--- src/hdl/gaps_pkg.sv ---
package gaps_pkg;

    // map geometry, fixed by the 6-bit coordinate fields
    localparam int MAP_SIDE = 64;
    localparam int COORD_W  = 6;
    localparam int IDX_W    = 2 * COORD_W;
    localparam int CELLS    = MAP_SIDE * MAP_SIDE;
    localparam int CNT_W    = IDX_W + 1;
    localparam int DIM_W    = 7;

    localparam int COST_BITS_DEF = 17;
    localparam int OUT_COST_W    = 17;
    localparam int H_W           = 10;

    localparam int STEP_ORTHO = 10;
    localparam int STEP_DIAG  = 14;

    localparam int APB_AW = 3;
    localparam int APB_DW = 32;

    localparam int S_DATA_W = 32;
    localparam int M_DATA_W = 32;
    localparam int USER_W   = 2;

    typedef enum logic [1:0] {
        CMD_LOAD   = 2'd0,
        CMD_SEARCH = 2'd1,
        CMD_READ   = 2'd2,
        CMD_NONE   = 2'd3
    } cmd_t;

    typedef enum logic [1:0] {
        STAT_OK      = 2'd0,
        STAT_NO_PATH = 2'd1,
        STAT_RANGE   = 2'd2,
        STAT_END     = 2'd3
    } status_t;

    typedef enum logic {
        REG_MAP_WIDTH  = 1'b0,
        REG_MAP_HEIGHT = 1'b1
    } reg_idx_t;

    typedef struct packed {
        logic [DIM_W-1:0] width;
        logic [DIM_W-1:0] height;
    } map_cfg_t;

    typedef enum logic [3:0] {
        S_INIT,
        S_IDLE,
        S_LD_RD,
        S_LD_WR,
        S_RD_RD,
        S_RD_WR,
        S_CLR,
        S_START_RD,
        S_START_WR,
        S_CHECK,
        S_SCAN,
        S_MOVE,
        S_CLOSE,
        S_NB_RD,
        S_NB_WR,
        S_RESP
    } state_t;

    // neighbour order n, e, s, w, ne, se, sw, nw
    function automatic logic [1:0] move_dx(input logic [2:0] k);
        logic [1:0] d;
        case (k)
            3'd1, 3'd4, 3'd5: d = 2'b01;
            3'd3, 3'd6, 3'd7: d = 2'b11;
            default:          d = 2'b00;
        endcase
        return d;
    endfunction

    function automatic logic [1:0] move_dy(input logic [2:0] k);
        logic [1:0] d;
        case (k)
            3'd0, 3'd4, 3'd7: d = 2'b11;
            3'd2, 3'd5, 3'd6: d = 2'b01;
            default:          d = 2'b00;
        endcase
        return d;
    endfunction

    // octile distance, at most 14 * 63
    function automatic logic [H_W-1:0] octile(
        input logic [COORD_W-1:0] ax,
        input logic [COORD_W-1:0] ay,
        input logic [COORD_W-1:0] bx,
        input logic [COORD_W-1:0] by
    );
        logic [COORD_W-1:0] dx;
        logic [COORD_W-1:0] dy;
        logic [COORD_W-1:0] lo;
        logic [COORD_W-1:0] hi;
        logic [H_W-1:0]     lo_e;
        logic [H_W-1:0]     df_e;
        dx   = (ax > bx) ? (ax - bx) : (bx - ax);
        dy   = (ay > by) ? (ay - by) : (by - ay);
        lo   = (dx < dy) ? dx : dy;
        hi   = (dx < dy) ? dy : dx;
        lo_e = {{(H_W-COORD_W){1'b0}}, lo};
        df_e = {{(H_W-COORD_W){1'b0}}, hi - lo};
        return (lo_e * H_W'(STEP_DIAG)) + (df_e * H_W'(STEP_ORTHO));
    endfunction

endpackage

--- src/hdl/gaps_cfg.sv ---
module gaps_cfg (
    input  logic                         clk,
    input  logic                         rst_n,
    input  logic                         psel,
    input  logic                         penable,
    input  logic                         pwrite,
    input  logic [gaps_pkg::APB_AW-1:0]  paddr,
    input  logic [gaps_pkg::APB_DW-1:0]  pwdata,
    output logic [gaps_pkg::APB_DW-1:0]  prdata,
    output logic                         pready,
    output gaps_pkg::map_cfg_t           cfg
);
    import gaps_pkg::*;

    logic [DIM_W-1:0] width_reg;
    logic [DIM_W-1:0] height_reg;
    logic             wr_en;
    reg_idx_t         sel;

    assign pready = 1'b1;
    assign wr_en  = psel && penable && pwrite;
    assign sel    = reg_idx_t'(paddr[APB_AW-1]);

    always_ff @(posedge clk or negedge rst_n)
    begin
        if (!rst_n)
        begin
            width_reg  <= DIM_W'(MAP_SIDE);
            height_reg <= DIM_W'(MAP_SIDE);
        end
        else if (wr_en)
        begin
            unique case (sel)
                REG_MAP_WIDTH:  width_reg  <= pwdata[DIM_W-1:0];
                REG_MAP_HEIGHT: height_reg <= pwdata[DIM_W-1:0];
                default:        width_reg  <= width_reg;
            endcase
        end
    end

    always_comb
    begin
        unique case (sel)
            REG_MAP_WIDTH:  prdata = {{(APB_DW-DIM_W){1'b0}}, width_reg};
            REG_MAP_HEIGHT: prdata = {{(APB_DW-DIM_W){1'b0}}, height_reg};
            default:        prdata = '0;
        endcase
    end

    assign cfg.width  = width_reg;
    assign cfg.height = height_reg;

endmodule

--- config.mk ---
export PLATFORM = sky130hd
export DESIGN_NAME = gaps_cfg
export DESIGN_NICKNAME = d
export VERILOG_FILES = /design/src/hdl/gaps_pkg.sv /design/src/hdl/gaps_cfg.sv
export SDC_FILE = /design/constraint.sdc
export NUM_CORES = 1
export LEC_CHECK = 0
export ABC_AREA = 1
export BUFFER_PORTS_ARGS = -buffer_cell sky130_fd_sc_hd__clkbuf_2
export CAP_MARGIN = 30
export CORE_ASPECT_RATIO = 1.4
export CORE_MARGIN = 2
export CORE_UTILIZATION = 35
export CTS_CLUSTER_DIAMETER = 60
export DETAILED_ROUTE_END_ITERATION = 16
export PLACE_DENSITY = 0.79
export SETUP_SLACK_MARGIN = 0.3
export SLEW_MARGIN = 20
export SYNTH_ARGS = -nofsm -noshare
export SYNTH_HDL_FRONTEND = slang
export SYNTH_SLANG_ARGS = --single-unit
--- constraint.sdc ---
create_clock -name clk -period 1 [get_ports clk]
set_input_delay 0.2 -clock clk [delete_from_list [all_inputs] [get_ports clk]]
set_output_delay 0.2 -clock clk [all_outputs]
set_load 0.02 [all_outputs]
# Yosys cells after proc, flatten, opt, wreduce, memory -nomap -nowiden
# Cells that the tools add are included.
# W data, S select, Z words.
# op_classes
reduce_logical	4
n_bitwise	1
mux	1
# ops
cell	count
$pmux W32 S2	1
$reduce_and A2 Y1	2
$logic_and A1 B1 Y1	2
$not A1 Y1	1
# word_totals
output_inout_bits	47
word_cells	8
in_bits	40
ff_bits	14

# Depth between registers and ports, before layout
# Gate-level depths: netlist of run 1.
# depth
depth_word	3
depth_mapped	5
depth_no_buf	4

# Worst setup path before layout of run 1
# Ideal clock, no wire load.
# synth_path
kind	input-to-output
from	in paddr[2] in the netlist's numbering
to	out prdata[0] in the netlist's numbering
path_buffers	2
arrival_time_ns	0.818
setup_slack_ns	-0.018
stages	5
path_cell_list	buf_2 inv_2 buf_2 nand2_1 nand2_1
# synth_between
elab_chain_len	2
# synth_lines
item	line_no	rtl
from (decl)	gaps_cfg.sv:7	input logic [gaps_pkg::APB_AW-1:0] paddr,
$not A1 Y1 (no line)	--	
$pmux W32 S2 (*)	gaps_cfg.sv:43	unique case (sel)
to (decl)	gaps_cfg.sv:9	output logic [gaps_pkg::APB_DW-1:0] prdata,
# Every way passes the cells marked *; elsewhere a longest branch is shown, timed or not. The select of a mux whose other input is x is not followed.

# Final worst setup path of run 1
# layout_path
from	reg width_reg[6]
to	out prdata[6] in the netlist's numbering
# layout_between
elab_chain_len	1
# layout_lines
item	line_no	rtl
from (decl)	gaps_cfg.sv:15	logic [DIM_W-1:0] width_reg;
from (signal assigned)	gaps_cfg.sv:28	width_reg <= DIM_W'(MAP_SIDE);
from (signal assigned)	gaps_cfg.sv:34	REG_MAP_WIDTH: width_reg <= pwdata[DIM_W-1:0];
from (signal assigned)	gaps_cfg.sv:36	default: width_reg <= width_reg;
$pmux W32 S2	gaps_cfg.sv:43	
# No other way between the ends. The select of a mux whose other input is x is not followed.

==> results of run 1 <==
[repair_timing]
item,in CTS,in global routing
setup endpoints to repair,35,45
pin swaps,1,14
gates resized for setup,18,58
gates cloned,1,1
hold buffers,1,0
buffers inserted,2,7
hold endpoints to repair,12,0
[where the power goes]
part	internal, mW	switching, mW
combinational	0.524	0.588
clock	0.222	0.206
sequential	0.699	0.140
total	1.44	0.933
[per-stage QoR]
step	hold WS, ns	utilization [%]	total power [mW]	worst slack (ns)	cells
detailed placement	0.125	48.1	1.60	-0.148	185
global route	0.145	63.8	2.48	-0.313	201
CTS	0.112	54.1	2.13	-0.302	193
finish	0.124	63.8	2.38	-0.299	201
global placement	0.116	48.1	1.58	-0.139	185
floorplan	-0.0956	-	1.43	0.0322	139
[critical path, cell delays in order, from the launching register on]
cell and delay [ns]:
dfstp_2 0.56, nand2_1 0.07, nand2_2 0.07, buf_8 0.11
[per-layer routing]
layer	part of all wire [%]	global-route usage (%)
met4	2.7	6.43
met3	6.8	2.29
met5	0	0
met2	55	25.2
met1	36	18.3
[final cells by class]
cell class | instances | area [sq um] | share of cell area (%)
multi-input cells | 93 | 514 | 33.7
repair buffers | 53 | 537 | 35.2
flip-flops and latches | 14 | 365 | 23.9
inverters | 2 | 15.0 | 0.984
clock buffers | 4 | 36.3 | 2.38
repair inverters | 1 | 16.3 | 1.07
well taps | 34 | 42.5 | 2.79
[cell usage in the layout, fill, tap and decap left out, drive strengths merged]
cell type	Yosys	routed
dfstp	2	2
clkbuf	0	17
nand3	14	14
nor2	1	1
inv	2	2
buf	30	39
nand2	50	50
clkinv	0	1
dlygate4sd3	0	1
conb	2	26
nand4	2	2
dfrtp	12	12
[path summary, 6_finish.rpt]
path                                    from            end  slack, ns  depth (start not counted)
worst min register to register  width_reg[6]   width_reg[6]       0.48                          2
worst min-delay path               pwdata[6]  height_reg[6]       0.12                          3
max in group asynchronous              rst_n  height_reg[6]       0.40                          2
min in group asynchronous              rst_n  height_reg[0]       0.32                          2
worst max register to register  width_reg[0]   width_reg[0]       0.26                          3
worst max-delay path            width_reg[6]      prdata[6]      -0.30                          3
[cells by family (layout without fill, tap and decap cells)]
family / count (synthesis) / count (layout)
flops: 14 / 14
other cells: 2 / 26
buf+inv: 32 / 60
simple gates: 67 / 67
==> results by group, run 1 <==
CTS
  • Max Root-Sink Buffers: 2
  • Clock tree from TritonCTS: yes
  • TritonCTS buffer count: 3
  • Clock root buffer: clkbuf_4
  • H-tree Lvls: 1
  • Clock Sinks: 14
  • Worst-Skew Late Latency: 0.29 ns
  • CTS clk-pin slew, worst paths: 0.09 ns

Power
  • Leakage Power: about 0.81 nW
  • Worst VDD drop: 626 uV
  • Power Density: 1560 mW/mm^2

Yosys
  • Post-synthesis simple-gate area fraction: between 30% and 40%
  • Cells after Synth: 115
  • Mux cell area share after synthesis: 0%
  • Post-synthesis compound-gate area fraction: 0%
  • Top post-synthesis cells by area: dfrtp_1 34%, buf_4 22%, nand2_1 21%
  • Synth async-reset ratio: 100%
  • FF+latch count, synth: 14
  • Syn avg cell area: ~7.6 sq um
  • Netlist cell types: 12
  • Most common cell in the netlist: nand2_1
  • Adder-Cell Fraction of Synth Area: 0%
  • Post-Syn Area: slightly below 900 sq um
  • Top-area cell type share of the netlist area: approximately a third
  • Largest family of logic cells by synthesized area: simple AND/OR/NAND/NOR gates
  • Sequential share of the synthesized area: 40.2%
  • Leading area contributor after synthesis: dfrtp_1
  • Commonest cells in the netlist: 50 x nand2_1, 26 x buf_4, 14 x nand3_1
  • Post-synth EDFFs: 0
  • Synth warnings: 0
  • Prevailing post-synth register cell: dfrtp_1
  • Post-synthesis xor/xnor area fraction: 0%

Worst setup path
  • Crit end category: primary output
  • Crit-path max FO: 3
  • WS Path Type: reg2out
  • CP arrival: 1.10 ns
  • CP required: about 0.80 ns
  • CP Launch Type: register

Timing
  • RSZ-0062 raised after global routing: yes
  • Clock skew: 0 ns
  • Maximum clock rate: 0.770 GHz
  • Final hold viol count: 0
  • TNS Setup: -2.77 ns
  • Final setup violating endpoints: 21
  • Final Max Slew Viols: 0
  • Min cycle time layout: 1.30 ns
  • Final period util: 130%
  • Fin worst setup slack: -0.299 ns

Global routing
  • Pin count of the biggest net entering global routing: 15
  • First-pass GRT wire length: 3310 microns
  • Total gr overflow: 0
  • Global Route Usage Sum: 15.1%
  • Initial antenna violation count: 0
  • Vias in the first global route: 763

Drt
  • Initial drt markers: 10
  • Drt via density: 4.35
  • Final wirelength: 2570 microns
  • Final ANT Viol Nets: 0
  • Drt pass-1 iters: 4
  • DRC errors left: 0
  • Via count: slightly below 900
  • Drt wl/cell: 12.8 microns

Placed design
  • Placer Congestion: 0.767
  • Post-DP HPWL: 1490 microns
  • PortBufs: 33
  • Placement Cell Area: about 0.0011 sq mm

Die
  • Die area: 0.00293 sq mm
  • Site Rows: 21
  • Core Box Area: 0.00239 sq mm
  • Io pins: 87
  • Die width: 46.3 microns
  • Initial Utilization: 36.7%
  • Die height: between 60 and 70 microns

Finish
  • Layout fillers: around 180
  • Final non-filler cell area: 0.00153 sq mm
  • Area growth syn-to-layout: 74.0%
  • Layout cells sized above 1: 58.7%
  • N_diodes: 0
  • Fin nets: 208

Outcome
  • Failing checks: negative setup slack
  • Outcome: finished with violations

Flow run
  • Max_cap viols: 0

Hold path
  • Worst min-delay path class: in2reg
Power figures use the tool's default switching activity.
==> inputs of run 2 (changes only) <==
--- a/config.mk
+++ b/config.mk
@@ -13,7 +13,7 @@
 export CORE_UTILIZATION = 35
 export CTS_CLUSTER_DIAMETER = 60
 export DETAILED_ROUTE_END_ITERATION = 16
-export PLACE_DENSITY = 0.79
+export PLACE_DENSITY = 0.9
 export SETUP_SLACK_MARGIN = 0.3
 export SLEW_MARGIN = 20
 export SYNTH_ARGS = -nofsm -noshare
==> results by group, run 2 (synthesized netlist as in run 1, its figures left out) <==
CTS
  • H-tree Lvls: 1
  • CTS clk-pin slew, worst paths: about 0.090 ns
  • Clock tree from TritonCTS: yes
  • Max Root-Sink Buffers: 2
  • Clock root buffer: clkbuf_4
  • Worst-Skew Late Latency: 0.28 ns
  • TritonCTS buffer count: 3
  • Clock Sinks: 14

Drt
  • Drt pass-1 iters: 4
  • Drt wl/cell: 10.8 microns
  • Drt via density: 4.21
  • Initial drt markers: 9
  • DRC errors left: 0
  • Final wirelength: 2030 microns
  • Via count: between 700 and 800
  • Final ANT Viol Nets: 0

Finish
  • Area growth syn-to-layout: 56.3%
  • Layout cells sized above 1: 53.9%
  • Most frequent cells in the layout: 29 x nand2_1, 26 x conb_1, 13 x buf_6
  • Commonest non-fill, non-tap cell in the layout: nand2_1
  • Fin nets: roughly 200
  • Final non-filler cell area: 0.00137 sq mm
  • N_diodes: 0

Die
  • Initial Utilization: 36.7%
  • Die area: around 0.0029 sq mm
  • Io pins: 87
  • Die height: 63.2 microns
  • Core Box Area: 0.00239 sq mm
  • Die width: 46.3 microns
  • Site Rows: 21

Power
  • Comb pwr share: 45.4%
  • Worst VDD drop: between 700 and 800 uV
  • Overall power: around 2.3 mW
  • Power Density: 1660 mW/mm^2
  • P_sw: 0.874 mW
  • Switching share of power: between 30% and 40%
  • Clk pwr share: 18.0%
  • Register share of total power: 36.6%
  • Int Power: 1.40 mW
  • Leakage Power: around 0.73 nW

Outcome
  • Outcome: finished with violations
  • Failing checks: negative setup slack

Timing
  • Final setup violating endpoints: 21
  • Maximum clock rate: 0.796 GHz
  • Fin worst setup slack: -0.257 ns
  • Final period util: 126%
  • RSZ-0062 raised after global routing: yes
  • Clock skew: 0 ns
  • Min cycle time layout: 1.26 ns
  • Final Max Slew Viols: 0
  • Final hold viol count: 0

Hold path
  • Worst min-delay path class: in2reg

Placed design
  • Placer Congestion: around 0.7
  • Post-DP HPWL: 1430 microns
  • Placement Cell Area: 0.00112 sq mm
  • PortBufs: 33

Global routing
  • Initial antenna violation count: 0
  • First-pass GRT wire length: between 2000 and 3000 microns
  • Total gr overflow: 0
  • Pin count of the biggest net entering global routing: 15
  • Global Route Usage Sum: between 10% and 20%
  • Vias in the first global route: between 600 and 700

Worst setup path
  • WS Path Type: reg2out
  • CP Launch Type: register
  • R2R Setup Slk: 0.27 ns
  • Crit end category: primary output
  • CP required: around 0.8 ns
  • CP arrival: around 1.1 ns
  • Crit-path max FO: 3

Flow run
  • Max_cap viols: 0
[run 2: cell count changes in the layout (fill, tap and decap cells not counted), sizes merged]
cell and change:
buf -10, clkbuf -2, inv -1
[run 2: area by class of cell]
cell class                 instances  area [sq um]
fill                             221          1020
multi-input combinational         93           507
timing repair buffer              41           400
sequential                        14           365
tap                               34          42.5
clock buffer                       4          36.3
inverter                           2          20.0
[run 2: worst paths after layout]
path / startpoint / endpoint / cells past startpoint
min in group asynchronous: rst_n / height_reg[4] / 2
setup reg to reg: height_reg[0] / height_reg[0] / 3
hold reg to reg: width_reg[6] / width_reg[6] / 2
setup / recovery: height_reg[6] / prdata[6] / 3
hold / removal: pwdata[6] / width_reg[6] / 3
max in group asynchronous: rst_n / height_reg[6] / 2
[run 2: stage by stage]
stage / setup WS (ns) / TNS (ns) / hold WS, ns / util [%] / cells
CTS: -0.284 / -2.64 / 0.127 / 52.0 / 186
floorplan: 0.0322 / 0 / -0.0956 / - / 139
detailed placement: -0.170 / -1.62 / 0.124 / 46.8 / 181
global placement: -0.172 / -1.70 / 0.115 / 46.8 / 181
global route: -0.307 / -3.15 / 0.116 / 57.4 / 188
finish: -0.257 / -2.30 / 0.127 / 57.4 / 188
[run 2: worst max-delay path, cell delays in order, from the launching register on]
cell     delay, ns
dfstp_2       0.54
nand2_1       0.06
nand2_2       0.07
buf_8         0.11
[run 2: per-layer routing]
layer,share of wire (%),vias to the layer above,global-route usage [%]
li1,-,388,-
met1,40,359,17.5
met2,52,41,22.9
met3,6.5,4,2.58
met4,2.0,0,6.43
met5,0,-,0
[run 2: power groups by stage]
stage | combinational, mW | sequential [mW] | clock [mW]
4_1_cts | 0.855 | 0.813 | 0.418
5_1_grt | 1.10 | 0.847 | 0.454
2_1_floorplan | 0.488 | 0.942 | 0
3_3_place_gp | 0.750 | 0.816 | 0
6_report | 1.03 | 0.832 | 0.409
3_5_place_dp | 0.763 | 0.821 | 0
[run 2: what timing repair did]
action                                  4_1_cts  5_1_grt
endpoints found under the setup margin       35       40
pin swaps                                     9        9
setup buffers                                 0        2
gates resized for setup                      18       51
hold buffers                                  1        0
hold endpoints to repair                     12        0
